File: config.mk
export PLATFORM = sky130hd
export DESIGN_NAME = btpf_ctrl
export DESIGN_NICKNAME = d
export VERILOG_FILES = /design/src/rtl/core/btpf_pkg.sv /design/src/rtl/core/btpf_ctrl.sv
export SDC_FILE = /design/constraint.sdc
export NUM_CORES = 1
export LEC_CHECK = 0
export BUFFER_PORTS_ARGS = -buffer_cell sky130_fd_sc_hd__buf_2
export CAP_MARGIN = 20
export CELL_PAD_IN_SITES_DETAIL_PLACEMENT = 0
export CELL_PAD_IN_SITES_GLOBAL_PLACEMENT = 1
export CORE_AREA = 8 8 69 71
export CTS_CLUSTER_DIAMETER = 30
export DETAILED_ROUTE_END_ITERATION = 7
export DIE_AREA = 0 0 77 79
export PLACE_DENSITY = 0.78
export SLEW_MARGIN = 10
export SYNTH_ARGS = -nofsm -noshare
export SYNTH_HDL_FRONTEND = slang
export SYNTH_SLANG_ARGS = --single-unit
File: constraint.sdc
create_clock -name clk -period 1.6 [get_ports clk]
set_clock_uncertainty 0.1 [all_clocks]
set_input_delay 0.16 -clock clk [delete_from_list [all_inputs] [get_ports clk]]
set_output_delay 0.16 -clock clk [all_outputs]
set_load 0.02 [all_outputs]
File: src/rtl/core/btpf_pkg.sv
package btpf_pkg;

  localparam int NODE_CAPACITY_DEF = 1024;
  localparam int FANOUT = 256;
  localparam int BYTE_W = 8;
  localparam int MAXN_W = 11;
  localparam int CNT_W = 11;
  localparam logic [MAXN_W-1:0] MAXN_RST = 11'd1024;

  localparam logic [1:0] KIND_ADD   = 2'd0;
  localparam logic [1:0] KIND_QUERY = 2'd1;
  localparam logic [1:0] KIND_CLEAR = 2'd2;

  localparam logic [1:0] ST_OK    = 2'd0;
  localparam logic [1:0] ST_EMPTY = 2'd1;
  localparam logic [1:0] ST_FULL  = 2'd2;

  localparam logic [1:0] QS_OPEN = 2'd0;
  localparam logic [1:0] QS_MISS = 2'd1;
  localparam logic [1:0] QS_HIT  = 2'd2;

  localparam logic [4:0] OP_NOP        = 5'd0;
  localparam logic [4:0] OP_LOAD       = 5'd1;
  localparam logic [4:0] OP_APPEND     = 5'd2;
  localparam logic [4:0] OP_CLEAR      = 5'd3;
  localparam logic [4:0] OP_SWEEP_ROOT = 5'd4;
  localparam logic [4:0] OP_Q_RD       = 5'd5;
  localparam logic [4:0] OP_Q_MK       = 5'd6;
  localparam logic [4:0] OP_Q_EV       = 5'd7;
  localparam logic [4:0] OP_C_INIT     = 5'd8;
  localparam logic [4:0] OP_C_PRD      = 5'd9;
  localparam logic [4:0] OP_C_LRD      = 5'd10;
  localparam logic [4:0] OP_C_STEP     = 5'd11;
  localparam logic [4:0] OP_C_PUSH     = 5'd12;
  localparam logic [4:0] OP_P_POP      = 5'd13;
  localparam logic [4:0] OP_P_LD       = 5'd14;
  localparam logic [4:0] OP_P_RD       = 5'd15;
  localparam logic [4:0] OP_P_WR       = 5'd16;
  localparam logic [4:0] OP_P_FREE     = 5'd17;
  localparam logic [4:0] OP_B_NEW      = 5'd18;
  localparam logic [4:0] OP_B_FREAD    = 5'd19;
  localparam logic [4:0] OP_B_FTAKE    = 5'd20;
  localparam logic [4:0] OP_B_LINK     = 5'd21;
  localparam logic [4:0] OP_B_SWEEP    = 5'd22;
  localparam logic [4:0] OP_POST       = 5'd23;

  typedef struct packed {
    logic [4:0] op;
    logic [1:0] code;
  } btpf_cmd_t;

  typedef struct packed {
    logic [1:0] kind;
    logic       byte_zero;
    logic       add_seen;
    logic       q_open;
    logic       out_free;
    logic       top_done;
    logic       node_marked;
    logic       link_zero;
    logic       over_budget;
    logic       last;
    logic       fresh;
    logic       pstk_empty;
    logic       b_last;
  } btpf_stat_t;

endpackage

File: src/rtl/core/btpf_ctrl.sv
module btpf_ctrl (
  input  logic                 clk,
  input  logic                 rst_n,
  input  logic                 in_valid,
  output logic                 in_ready,
  input  btpf_pkg::btpf_stat_t stat,
  output btpf_pkg::btpf_cmd_t  cmd
);
  import btpf_pkg::*;

  localparam logic [4:0] S_INIT    = 5'd0;
  localparam logic [4:0] S_IDLE    = 5'd1;
  localparam logic [4:0] S_DISP    = 5'd2;
  localparam logic [4:0] S_Q_MK    = 5'd3;
  localparam logic [4:0] S_Q_EV    = 5'd4;
  localparam logic [4:0] S_C_TOP   = 5'd5;
  localparam logic [4:0] S_C_PB    = 5'd6;
  localparam logic [4:0] S_C_EV    = 5'd7;
  localparam logic [4:0] S_B_ALLOC = 5'd8;
  localparam logic [4:0] S_B_FTAKE = 5'd9;
  localparam logic [4:0] S_B_LINK  = 5'd10;
  localparam logic [4:0] S_B_SWEEP = 5'd11;
  localparam logic [4:0] S_B_PRD   = 5'd12;
  localparam logic [4:0] S_B_PB    = 5'd13;
  localparam logic [4:0] S_P_POP   = 5'd14;
  localparam logic [4:0] S_P_LD    = 5'd15;
  localparam logic [4:0] S_P_RD    = 5'd16;
  localparam logic [4:0] S_P_WR    = 5'd17;
  localparam logic [4:0] S_P_FREE  = 5'd18;
  localparam logic [4:0] S_POST    = 5'd19;

  logic [4:0] state_r, state_nxt;
  logic [1:0] code_r, code_nxt;
  logic       post_init_r, post_init_nxt;

  always_comb begin
    state_nxt     = state_r;
    code_nxt      = code_r;
    post_init_nxt = post_init_r;
    cmd.op        = OP_NOP;
    cmd.code      = code_r;
    in_ready      = 1'b0;
    unique case (state_r)
      S_INIT: begin
        cmd.op = OP_SWEEP_ROOT;
        if (stat.b_last) begin
          code_nxt  = ST_OK;
          state_nxt = post_init_r ? S_POST : S_IDLE;
        end
      end
      S_IDLE: begin
        in_ready = 1'b1;
        if (in_valid) begin
          cmd.op    = OP_LOAD;
          state_nxt = S_DISP;
        end
      end
      S_DISP: begin
        state_nxt = S_IDLE;
        if (stat.kind == KIND_ADD) begin
          if (!stat.byte_zero) begin
            cmd.op = OP_APPEND;
          end else if (stat.add_seen) begin
            cmd.op    = OP_C_INIT;
            state_nxt = S_C_TOP;
          end else begin
            code_nxt  = ST_EMPTY;
            state_nxt = S_POST;
          end
        end else if (stat.kind == KIND_QUERY) begin
          if (!stat.byte_zero) begin
            if (stat.q_open) begin
              cmd.op    = OP_Q_RD;
              state_nxt = S_Q_MK;
            end
          end else begin
            code_nxt  = ST_OK;
            state_nxt = S_POST;
          end
        end else if (stat.kind == KIND_CLEAR) begin
          cmd.op        = OP_CLEAR;
          post_init_nxt = 1'b1;
          state_nxt     = S_INIT;
        end
      end
      S_Q_MK: begin
        cmd.op    = OP_Q_MK;
        state_nxt = S_Q_EV;
      end
      S_Q_EV: begin
        cmd.op    = OP_Q_EV;
        state_nxt = S_IDLE;
      end
      S_C_TOP: begin
        if (stat.top_done) begin
          code_nxt  = ST_OK;
          state_nxt = S_POST;
        end else begin
          cmd.op    = OP_C_PRD;
          state_nxt = S_C_PB;
        end
      end
      S_C_PB: begin
        cmd.op    = OP_C_LRD;
        state_nxt = S_C_EV;
      end
      S_C_EV: begin
        priority if (stat.node_marked) begin
          code_nxt  = ST_OK;
          state_nxt = S_POST;
        end else if (stat.link_zero) begin
          if (stat.over_budget) begin
            code_nxt  = ST_FULL;
            state_nxt = S_POST;
          end else begin
            state_nxt = S_B_ALLOC;
          end
        end else if (stat.last) begin
          cmd.op    = OP_C_PUSH;
          state_nxt = S_P_POP;
        end else begin
          cmd.op    = OP_C_STEP;
          state_nxt = S_C_TOP;
        end
      end
      S_B_ALLOC: begin
        if (stat.fresh) begin
          cmd.op    = OP_B_NEW;
          state_nxt = S_B_LINK;
        end else begin
          cmd.op    = OP_B_FREAD;
          state_nxt = S_B_FTAKE;
        end
      end
      S_B_FTAKE: begin
        cmd.op    = OP_B_FTAKE;
        state_nxt = S_B_LINK;
      end
      S_B_LINK: begin
        cmd.op    = OP_B_LINK;
        state_nxt = S_B_SWEEP;
      end
      S_B_SWEEP: begin
        cmd.op = OP_B_SWEEP;
        if (stat.b_last) begin
          if (stat.last) begin
            code_nxt  = ST_OK;
            state_nxt = S_POST;
          end else begin
            state_nxt = S_B_PRD;
          end
        end
      end
      S_B_PRD: begin
        cmd.op    = OP_C_PRD;
        state_nxt = S_B_PB;
      end
      S_B_PB: begin
        cmd.op    = OP_C_LRD;
        state_nxt = S_B_ALLOC;
      end
      S_P_POP: begin
        if (stat.pstk_empty) begin
          state_nxt = S_B_ALLOC;
        end else begin
          cmd.op    = OP_P_POP;
          state_nxt = S_P_LD;
        end
      end
      S_P_LD: begin
        cmd.op    = OP_P_LD;
        state_nxt = S_P_RD;
      end
      S_P_RD: begin
        cmd.op    = OP_P_RD;
        state_nxt = S_P_WR;
      end
      S_P_WR: begin
        cmd.op    = OP_P_WR;
        state_nxt = stat.b_last ? S_P_FREE : S_P_RD;
      end
      S_P_FREE: begin
        cmd.op    = OP_P_FREE;
        state_nxt = S_P_POP;
      end
      S_POST: begin
        if (stat.out_free) begin
          cmd.op        = OP_POST;
          post_init_nxt = 1'b0;
          state_nxt     = S_IDLE;
        end
      end
      default: begin
        state_nxt = S_IDLE;
      end
    endcase
  end

  always_ff @(posedge clk) begin
    if (!rst_n) begin
      state_r     <= S_INIT;
      code_r      <= ST_OK;
      post_init_r <= 1'b0;
    end else begin
      state_r     <= state_nxt;
      code_r      <= code_nxt;
      post_init_r <= post_init_nxt;
    end
  end

endmodule

==> Word level (Yosys, flattened, before mapping) <==
Cells that the tools add are included.
{ "op_classes": {"n_reduce_logical": 8, "eq_ne": 36, "muxes": 57} }
{ "op_table": {"columns": ["op", "n"], "rows": [
  ["$pmux 5 s19", 2],
  ["$mux 5", 18],
  ["$eq 5x4->1 const B", 8],
  ["$mux 2", 16],
  ["$mux 4", 7],
  ["$eq 5x3->1 const B", 4],
  ["$eq 5x5->1 const B", 4],
  ["$ne 2x2->1 const B", 9],
  ["$ne 3x3->1 const B", 6],
  ["$mux 3", 4],
  ["$reduce_and 11->1", 1],
  ["$eq 5x2->1 const B", 2],
  ["$pmux 2 s5", 1],
  ["$mux 1", 8],
  ["$eq 5x1->1 const B", 1],
  ["$logic_not 5->1", 1],
  ["$reduce_and 5->1", 1],
  ["$reduce_bool 5->1", 1],
  ["$reduce_and 4->1", 1],
  ["$eq 2x1->1 const B", 1],
  ["$eq 2x2->1 const B", 1],
  ["$logic_not 2->1", 1],
  ["$pmux 1 s2", 1],
  ["$reduce_bool 2->1", 1],
  ["$reduce_or 2->1", 1]
]} }
{ "totals": {"output_inout_bits": 8, "register_bits": 8, "word_cells": 104} }

==> Longest topological paths before layout <==
Gate-level depths: netlist (run 1).
{ "logic_depth": {"word_depth": 5, "ltp_mapped": 8, "mapped_depth_nobuf": 5} }

==> Worst setup path after synthesis (run 1) <==
No wires, ideal clock.
{ "synth_path": {"path_type": "register -> output", "from": "register state_r[2]", "to": "output port cmd[2] (netlist name)", "arrival_ps": 1611, "setup_slack_ps": -271, "stages_incl_launch_ff": 7, "required_ps": 1340, "path_cell_list": "dfxtp_1 > buf_2 > and2b_4 > and4b_1 > a21o_1 > a2111oi_0 > nand4_1"} }
{ "synth_rtl": {"columns": ["element", "line", "text"], "rows": [
  ["from (decl)", "btpf_ctrl.sv:32", "logic [4:0] state_r, state_nxt;"],
  ["from (signal assigned)", "btpf_ctrl.sv:205", "state_r <= state_nxt;"],
  ["to (decl)", "btpf_ctrl.sv:7", "output btpf_pkg::btpf_cmd_t cmd"]
]} }

==> impl_metrics.tcl, run 1 <==
set metrics [dict create \
    outcome "finished, violations left" \
    synth_top_cell_by_area "dfxtp_1" \
    cts_buffer_depth 2 \
    drcViolationCount 0 \
    fill_cells 322 \
    yosys-top-cells-area "dfxtp_1 13%, nor2_1 5.8%, nand2b_1 4.6%" \
    clk_pin_slew_worst_paths_ns 0.05 \
    setup.worst_path.end_class "output port" \
    rsz0062_at_grt "yes" \
    grt_overflow 0 \
    n_antenna_cell 0 \
    maxSlewHeadroom 0.638 \
    cellLeakagePower_nw 0.972 \
    place_congestion 0.926 \
    grt_pass1_wl_mm 8.83 \
    crit_path_max_incr_delay_ns 0.33 \
    drive_gt1_frac 0.625 \
    insertion_delay_ns 0.24 \
    pre_cts_ws_ns -0.432 \
    tightest_slew_ns 0.538 \
    synth_fa_ha_area_frac 0 \
    syn_avg_cell_area_um2 7.24 \
    die_area_um2 6080 \
    violations "negative setup slack" \
    die_w_um 77 \
    synth_area_um2 1220 \
    peakVddDrop_uv 356 \
    core-area_um2 3800 \
    power.density_nw_per_um2 607 \
    yosysTopAreaCellShare 0.131 \
    synth.mux.area_fraction 0.0174 \
    crit_fanout 5 \
    layout.nets 278 \
    synth_xor_area_frac 0.00716 \
    cts_root_buffer "clkbuf_8" \
    clock-sinks 8 \
    async_flop_share 0 \
    critPathRequiredTime_ns 1.34 \
    synth.distinct_cells 58 \
    area_delta_synth_final_pct 91.5 \
    drv_slew 0 \
    synthSimpleGateAreaFrac 0.430 \
    drv_cap 0 \
    grt_max_degree 15 \
    synth_compound_area_frac 0.343 \
    path_buf_inv 2 \
    portBuffers 24 \
    cts_tree "yes" \
    via_per_inst 5.88 \
    cp_cell_sequence "buf_6, and2b_4, and4b_1, a21o_1, a2111oi_4, nand4_1, buf_4" \
    layout_common_cells "57 x buf_4, 24 x buf_6, 18 x buf_2" \
    finalHoldViolations 0 \
    ios 25 \
    fin_crit_sh 1.33 \
    antenna_found_initial 0 \
    multiInputGateArea_um2 1230 \
    synth-edff-count 0 \
    syn_nets 186 \
    crit_path_start_kind "register" \
    die_h_um 79 \
    yosys_warnings 0 \
    final_common_cell "buf_4" \
    ys_ff_latch 8 \
    max_freq_mhz 471 \
    worstSetupPathType "register to output port" \
    cpLargestDelayFamily "simple AND/OR/NAND/NOR gates" \
    synth_top_family_by_area "simple AND/OR/NAND/NOR gates" \
    tns_ns -5.38 \
    grt_pass1_vias 1786 \
    cp.arrival_ns 1.86 \
    synth-main-ff-cell "dfxtp_1" \
    cts_max_level 1 \
    initial_core_util 0.322 \
    routedWlPerCell_um 18.8 \
    setup_viol 14 \
    min_period_ns 2.12 \
    dp_hpwl_mm 3.83 \
    grt_usage 0.179 \
    vias 1816 \
    register_area_um2 174 \
    slowest_stage "dfxtp_2" \
    ant_nets 0 \
    core.rowCount 23 \
    min_path_type "input port to register" \
    hold_slack_ns 0.0870 \
    synth_cells 169 \
    routed_wl_mm 5.80 \
    drt_pass1_iterations 5 \
    fin_ws_ns -0.521 \
    drt_iter0_markers 205 \
    numCtsBuffers 3 \
    ctsHoldBuffers 0 \
    yosysSeqAreaShare 0.131 \
]
-- flip-flops by register name, indices dropped and copies added, names as in the netlist --
register	count
post_init_r	1
code_r	2
state_r	5
-- through the flow --
stage               utilization  instance area, µm²  power (mW)  std cells
CTS                       0.567                2150        1.32        303
finish                    0.617                2340        1.42        309
detailed placement        0.477                1810       0.919        289
global placement          0.477                1810       0.917        289
global route              0.617                2340        1.49        309
floorplan                     -                1260       0.620        169
-- cell families after synthesis --
family,after synthesis
AOI/OAI and AO/OA,53
buffers and inverters,17
muxes,2
DFF,8
xor gates and xnor gates,1
and+or+nand+nor,88
-- worst register-to-register path: stages (launching register included) --
cell      delay, ns
dfxtp_2        0.33
buf_6          0.12
buf_4          0.13
buf_6          0.11
or3b_4         0.38
or3_4          0.36
o311ai_4       0.10
buf_4          0.18
nor2_2         0.03
a31oi_1        0.12
-- power by group --
part | leakage, nW | internal (mW) | switching, mW
logic | 0.882 | 0.482 | 0.438
clock network | 0.0216 | 0.164 | 0.0961
registers | 0.0681 | 0.216 | 0.0266
-- repair_timing --
| item | in CTS | in global routing |
|---|---|---|
| setup endpoints to repair | 14 | 14 |
| pin swaps | 22 | 20 |
| gates resized for setup | 59 | 34 |
| setup buffers | 11 | 8 |
-- path summary, 6_finish.rpt --
path	from	endpoint	slack, ns	cells past startpoint
max	state_r[2]$_SDFFE_PN0P_	cmd[2]	-0.52	7
max reg2reg	state_r[2]$_SDFFE_PN0P_	state_r[0]$_SDFFE_PN0P_	-0.46	9
min reg2reg	post_init_r$_SDFFE_PN0P_	post_init_r$_SDFFE_PN0P_	0.35	2
min	rst_n	state_r[0]$_SDFFE_PN0P_	0.09	3
-- cell usage after synthesis (3+ instances only) --
cell type / instances
nand3b_1: 3
a31oi_1: 4
nand4_1: 3
a211oi_1: 4
nor3_1: 6
a21oi_1: 11
dfxtp_1: 8
nand3_1: 8
a221oi_1: 3
nor2b_1: 8
a311oi_1: 3
buf_2: 10
nand2_1: 10
nor2_1: 19
or2_2: 4
inv_1: 3
o21ai_0: 8
nand2b_1: 9
-- cell type report --
| type | count | area share |
|---|---|---|
| tap | 50 | 0.0267 |
| clock buffer | 3 | 0.0176 |
| sequential | 8 | 0.0742 |
| timing repair buffer | 101 | 0.351 |
| inverter | 3 | 0.00481 |
| multi-input combinational | 144 | 0.525 |
-- metal layers --
layer  track usage  share of wire
met2         0.301           0.47
met1         0.218           0.42
met4        0.0962          0.053
met5             0              0
met3        0.0260          0.056
No activity file was read; power rests on OpenSTA's default activity.
==> run 2: changes to the inputs <==
PLACE_DENSITY = 0.79   (was 0.78)
==> run 2 against run 1 <==
- the flow still finishes with violations (negative setup slack)
- maximum frequency up 4.2%
- clock-buffer cell count unchanged
- clock power down 5%
- critical path type unchanged
- critical endpoint is now cmd[4]
- largest cell class unchanged
- largest power group unchanged
- highest routed layer unchanged
==> impl_metrics.tcl, run 2 (synthesis results as in run 1) <==
set metrics [dict create \
    outcome "finished, violations left" \
    violations "negative setup slack" \
    grt_pass1_wl_mm 8.02 \
    die_area_um2 6080 \
    area_delta_synth_final_pct 72.1 \
    crit_fanout 5 \
    ios 25 \
    setup_viol 13 \
    cts_tree "yes" \
    place_congestion 0.972 \
    core-area_um2 3800 \
    die_h_um 79 \
    min_period_ns 2.04 \
    dpl-instance-area_um2 1810 \
    r2r_cells 7 \
    rr_startpoint "state_r[3]$_SDFFE_PN0P_" \
    critPathRequiredTime_ns 1.34 \
    setup.worst_path.end_class "output port" \
    rsz0062_at_grt "yes" \
    maxSlewHeadroom 0.648 \
    crit_path_start_kind "register" \
    fin_ws_ns -0.436 \
    cp.arrival_ns 1.78 \
    cts_max_level 1 \
    final_common_cell "buf_4" \
    crit_end "cmd[4]" \
    final_core_util 0.554 \
    grt_pass1_vias 1681 \
    routed_wl_mm 4.95 \
    clk_pin_slew_worst_paths_ns 0.04 \
    drive_gt1_frac 0.560 \
    drv_slew 0 \
    drcViolationCount 0 \
    dp_hpwl_mm 3.79 \
    crit_start "state_r[3]$_SDFFE_PN0P_" \
    routedWlPerCell_um 16.6 \
    via_per_inst 5.63 \
    largest_reg_flops 5 \
    drt_iter0_markers 103 \
    finalHoldViolations 0 \
    ctsHoldBuffers 0 \
    die_w_um 77 \
    slowest_stage "dfxtp_4" \
    reg2reg_to "state_r[0]$_SDFFE_PN0P_" \
    fin_crit_sh 1.27 \
    cellLeakagePower_nw 0.895 \
    grt_usage 0.161 \
    worstSetupPathType "register to output port" \
    peakVddDrop_uv 350 \
    cts_root_buffer "clkbuf_8" \
    insertion_delay_ns 0.23 \
    dpl.cell_count 290 \
    cp_cell_sequence "buf_6, nand2b_4, a22o_1, a221oi_2, or2_4, nand4_1, buf_4" \
    portBuffers 24 \
    power.density_nw_per_um2 617 \
    register_area_um2 179 \
    min_path_type "input port to register" \
    initial_core_util 0.322 \
    ant_nets 0 \
    antenna_found_initial 0 \
    hold_slack_ns 0.0998 \
    fill_cells 367 \
    max_freq_mhz 491 \
    core.rowCount 23 \
    drv_cap 0 \
    vias 1679 \
    multiInputGateArea_um2 1140 \
    layout_common_cells "59 x buf_4, 19 x buf_2, 15 x nor2_1" \
    ff2ff_setup_slack_ns -0.35 \
    final_cells 298 \
    pre_cts_ws_ns -0.362 \
    clock-sinks 8 \
    top_regs "state_r: 5 flops, code_r: 2 flops, post_init_r: 1 flops" \
    layout.nets 267 \
    numCtsBuffers 3 \
    regMostFlops "state_r" \
    hold_depth 3 \
    grt_max_degree 14 \
    drt_pass1_iterations 4 \
    tightest_slew_ns 0.523 \
    crit_path_max_incr_delay_ns 0.36 \
    n_antenna_cell 0 \
    fin_area_um2 2110 \
    grt_overflow 0 \
    cts_buffer_depth 2 \
]
[run 2: cell count changes in the layout (fill, tap and decap cells not counted), sizes merged]
cell / change
buf: -11
[run 2: cell type report]
class,count,share of cell area
Timing Repair Buffer,90,0.320
Tap cell,50,0.0297
Sequential cell,8,0.0850
Inverter,3,0.00535
Clock buffer,3,0.0196
Multi-Input combinational cell,144,0.541
[run 2: power breakdown]
| group | leakage, nW | total, mW | switching, mW | internal [mW] |
|---|---|---|---|---|
| logic | 0.805 | 0.803 | 0.385 | 0.417 |
| registers | 0.0687 | 0.249 | 0.0355 | 0.214 |
| clock network | 0.0216 | 0.248 | 0.0841 | 0.163 |
| total | 0.895 | 1.30 | 0.505 | 0.794 |
[run 2: worst max-delay path, delay by kind of cell (launching register included)]
family	cells	cell delay, ns
AO/OA/AOI/OAI	2	0.50
AND/OR/NAND/NOR	3	0.40
flip-flops	1	0.36
buffers and inverters	2	0.30
[run 2: repair_timing]
item / in CTS / in global routing
gates cloned: 1 / 0
resized for setup: 53 / 7
endpoints found under the hold margin: 0 / 0
pin swaps: 20 / 9
setup buffers: 4 / 0
setup endpoints to repair: 14 / 14
[run 2: stage by stage]
step	total power, mW	setup TNS [ns]
2_1_floorplan	0.620	-0.857
3_3_place_gp	0.893	-3.33
3_5_place_dp	0.895	-3.48
4_1_cts	1.27	-3.96
5_1_grt	1.37	-4.72
6_report	1.30	-3.84
[run 2: worst min-delay path by stage]
| stage | slack (ns) | to | startpoint |
|---|---|---|---|
| after floorplan | 0.19 | state_r[0]$_SDFFE_PN0P_ | rst_n |
| after global placement | 0.35 | state_r[0]$_SDFFE_PN0P_ | rst_n |
| after detailed placement | 0.35 | state_r[0]$_SDFFE_PN0P_ | rst_n |
| after CTS | 0.10 | state_r[0]$_SDFFE_PN0P_ | rst_n |
| after global routing | 0.12 | state_r[0]$_SDFFE_PN0P_ | rst_n |
| final | 0.1 | state_r[0]$_SDFFE_PN0P_ | rst_n |
[run 2: routing by layer]
layer / routed length, µm / part of all wire / GRT usage
met2: 2400 / 0.48 / 0.278
met3: 277 / 0.056 / 0.0327
met5: 0 / 0 / 0
met1: 2130 / 0.43 / 0.197
met4: 150 / 0.030 / 0.0453
==> run 3: changes to the inputs <==
SKIP_CTS_REPAIR_TIMING = 1   (was default)
SKIP_LAST_GASP = 1   (was default)
==> run 3 against run 2 <==
- the run still ends with negative setup slack left
- cell count increased by 2.7%
- routed wire length increased by 4.4%
- clock power about the same
- worst hold slack got worse by 0.0044 ns
- utilization increased by 3.8 points
- total power increased by 5.4%
- non-clock buffer count increased by 8
- first-iteration DRC count increased by 23%
- critical path depth unchanged
- register-to-register slack about the same
- sequential cell count unchanged
- combinational power increased by 11%
- critical endpoint unchanged
- largest cell class unchanged
- highest routed layer unchanged
==> impl_metrics.tcl, run 3 (synthesis results as in run 1) <==
set metrics [dict create \
    insertion_delay_ns 0.23 \
    outcome "finished, violations left" \
    power.density_nw_per_um2 609 \
    fin_crit_sh 1.30 \
    crit_path_start_kind "register" \
    n_antenna_cell 0 \
    cts_buffer_depth 2 \
    drv_slew 0 \
    die_area_um2 6080 \
    p_comb_frac 0.651 \
    grt_usage 0.152 \
    core-area_um2 3800 \
    routedWlPerCell_um 16.9 \
    pwr-share-clk 0.182 \
    cellInternalPower_uw 842 \
    core.rowCount 23 \
    fill_cells 358 \
    cp.arrival_ns 1.81 \
    ant_nets 0 \
    grtUsageMet2 0.257 \
    peakVddDrop_uv 380 \
    max_freq_mhz 482 \
    ios 25 \
    p_seq_frac 0.167 \
    initial_core_util 0.322 \
    switchingPower_uw 528 \
    cellLeakagePower_nw 0.955 \
    clock-sinks 8 \
    final_common_cell "buf_4" \
    grt_pass1_wl_mm 7.64 \
    final_core_util 0.592 \
    place_congestion 0.972 \
    worstSetupPathType "register to output port" \
    regMostFlops "state_r" \
    drt_iter0_markers 127 \
    routed_wl_mm 5.17 \
    grt_overflow 0 \
    die_w_um 77 \
    maxSlewHeadroom 0.609 \
    min_period_ns 2.07 \
    layout.nets 275 \
    pre_cts_ws_ns -0.362 \
    cts_max_level 1 \
    layout_common_cells "61 x buf_4, 18 x buf_2, 16 x buf_6" \
    tns_ns -4.28 \
    drive_gt1_frac 0.594 \
    cts_root_buffer "clkbuf_8" \
    crit_fanout 7 \
    cts_tree "yes" \
    setup.worst_path.end_class "output port" \
    final_cells 306 \
    fin_ws_ns -0.474 \
    numCtsBuffers 3 \
    clk_pin_slew_worst_paths_ns 0.04 \
    dpl-instance-area_um2 1810 \
    die_h_um 79 \
    swShare 0.386 \
    grt-busiest-layer "met2" \
    finalHoldViolations 0 \
    drt_pass1_iterations 4 \
    grt_pass1_vias 1599 \
    top_regs "state_r: 5 flops, code_r: 2 flops, post_init_r: 1 flops" \
    ff2ff_setup_slack_ns -0.35 \
    drv_cap 0 \
    dp_hpwl_mm 3.79 \
    met3_usage 0.0327 \
    violations "negative setup slack" \
    vias 1717 \
    fin_area_um2 2250 \
    global_route.usage.met1 0.192 \
    min_path_type "input port to register" \
    portBuffers 24 \
    tightest_slew_ns 0.581 \
    setup_viol 14 \
    largest_reg_flops 5 \
    grt_max_degree 15 \
    via_per_inst 5.61 \
    critPathRequiredTime_ns 1.34 \
    area_delta_synth_final_pct 83.7 \
    dpl.cell_count 290 \
    rsz0062_at_grt "yes" \
    antenna_found_initial 0 \
    drcViolationCount 0 \
]
-- run 3: cell types whose count changed in the layout (fill, tap and decap cells not counted), moves of 2 or more --
cell,change
buf_6,+4
buf_4,+2
buf_8,+2
nor2_4,+3
nor2_2,-3
-- run 3: layout make-up --
class,count,area [µm²],share of cell area
inverter,3,11.3,0.00501
clock buffer,3,41.3,0.0184
multi-input combinational,144,1170,0.521
tap,50,62.6,0.0278
timing repair buffer,98,783,0.348
sequential,8,179,0.0796
-- run 3: power by group through the flow --
stage | Clock (mW) | Combinational [mW] | Sequential [mW]
2_1_floorplan | 0 | 0.392 | 0.228
3_3_place_gp | 0 | 0.648 | 0.245
3_5_place_dp | 0 | 0.650 | 0.245
4_1_cts | 0.250 | 0.653 | 0.242
5_1_grt | 0.268 | 0.948 | 0.230
6_report | 0.249 | 0.891 | 0.229
-- run 3: final timing paths --
check                     startpoint                 endpoint  cells after the start
min reg2reg   code_r[1]$_SDFFE_PN0P_   code_r[1]$_SDFFE_PN0P_                      2
max          state_r[3]$_SDFFE_PN0P_                   cmd[4]                      7
max reg2reg  state_r[3]$_SDFFE_PN0P_  state_r[4]$_SDFFE_PN0P_                      8
min                            rst_n  state_r[0]$_SDFFE_PN0P_                      3
-- run 3: worst max-delay path, cell delays in order (launching register included) --
cell and delay (ns):
dfxtp_4 0.37, buf_8 0.14, nand2b_4 0.14, a22o_1 0.22, a221oi_2 0.29, or2_4 0.18
nand4_1 0.09, buf_6 0.15
-- run 3: metrics by stage --
stage	total power [mW]	hold slack, ns
2_1_floorplan	0.620	0.189
3_3_place_gp	0.893	0.347
3_5_place_dp	0.895	0.352
4_1_cts	1.15	0.111
5_1_grt	1.45	0.118
6_report	1.37	0.0954
-- run 3: per-layer routing --
metal | wire length, µm | vias up
li1 | - | 827
met1 | 2250 | 811
met2 | 2510 | 64
met3 | 259 | 15
met4 | 155 | 0
met5 | 0 | -
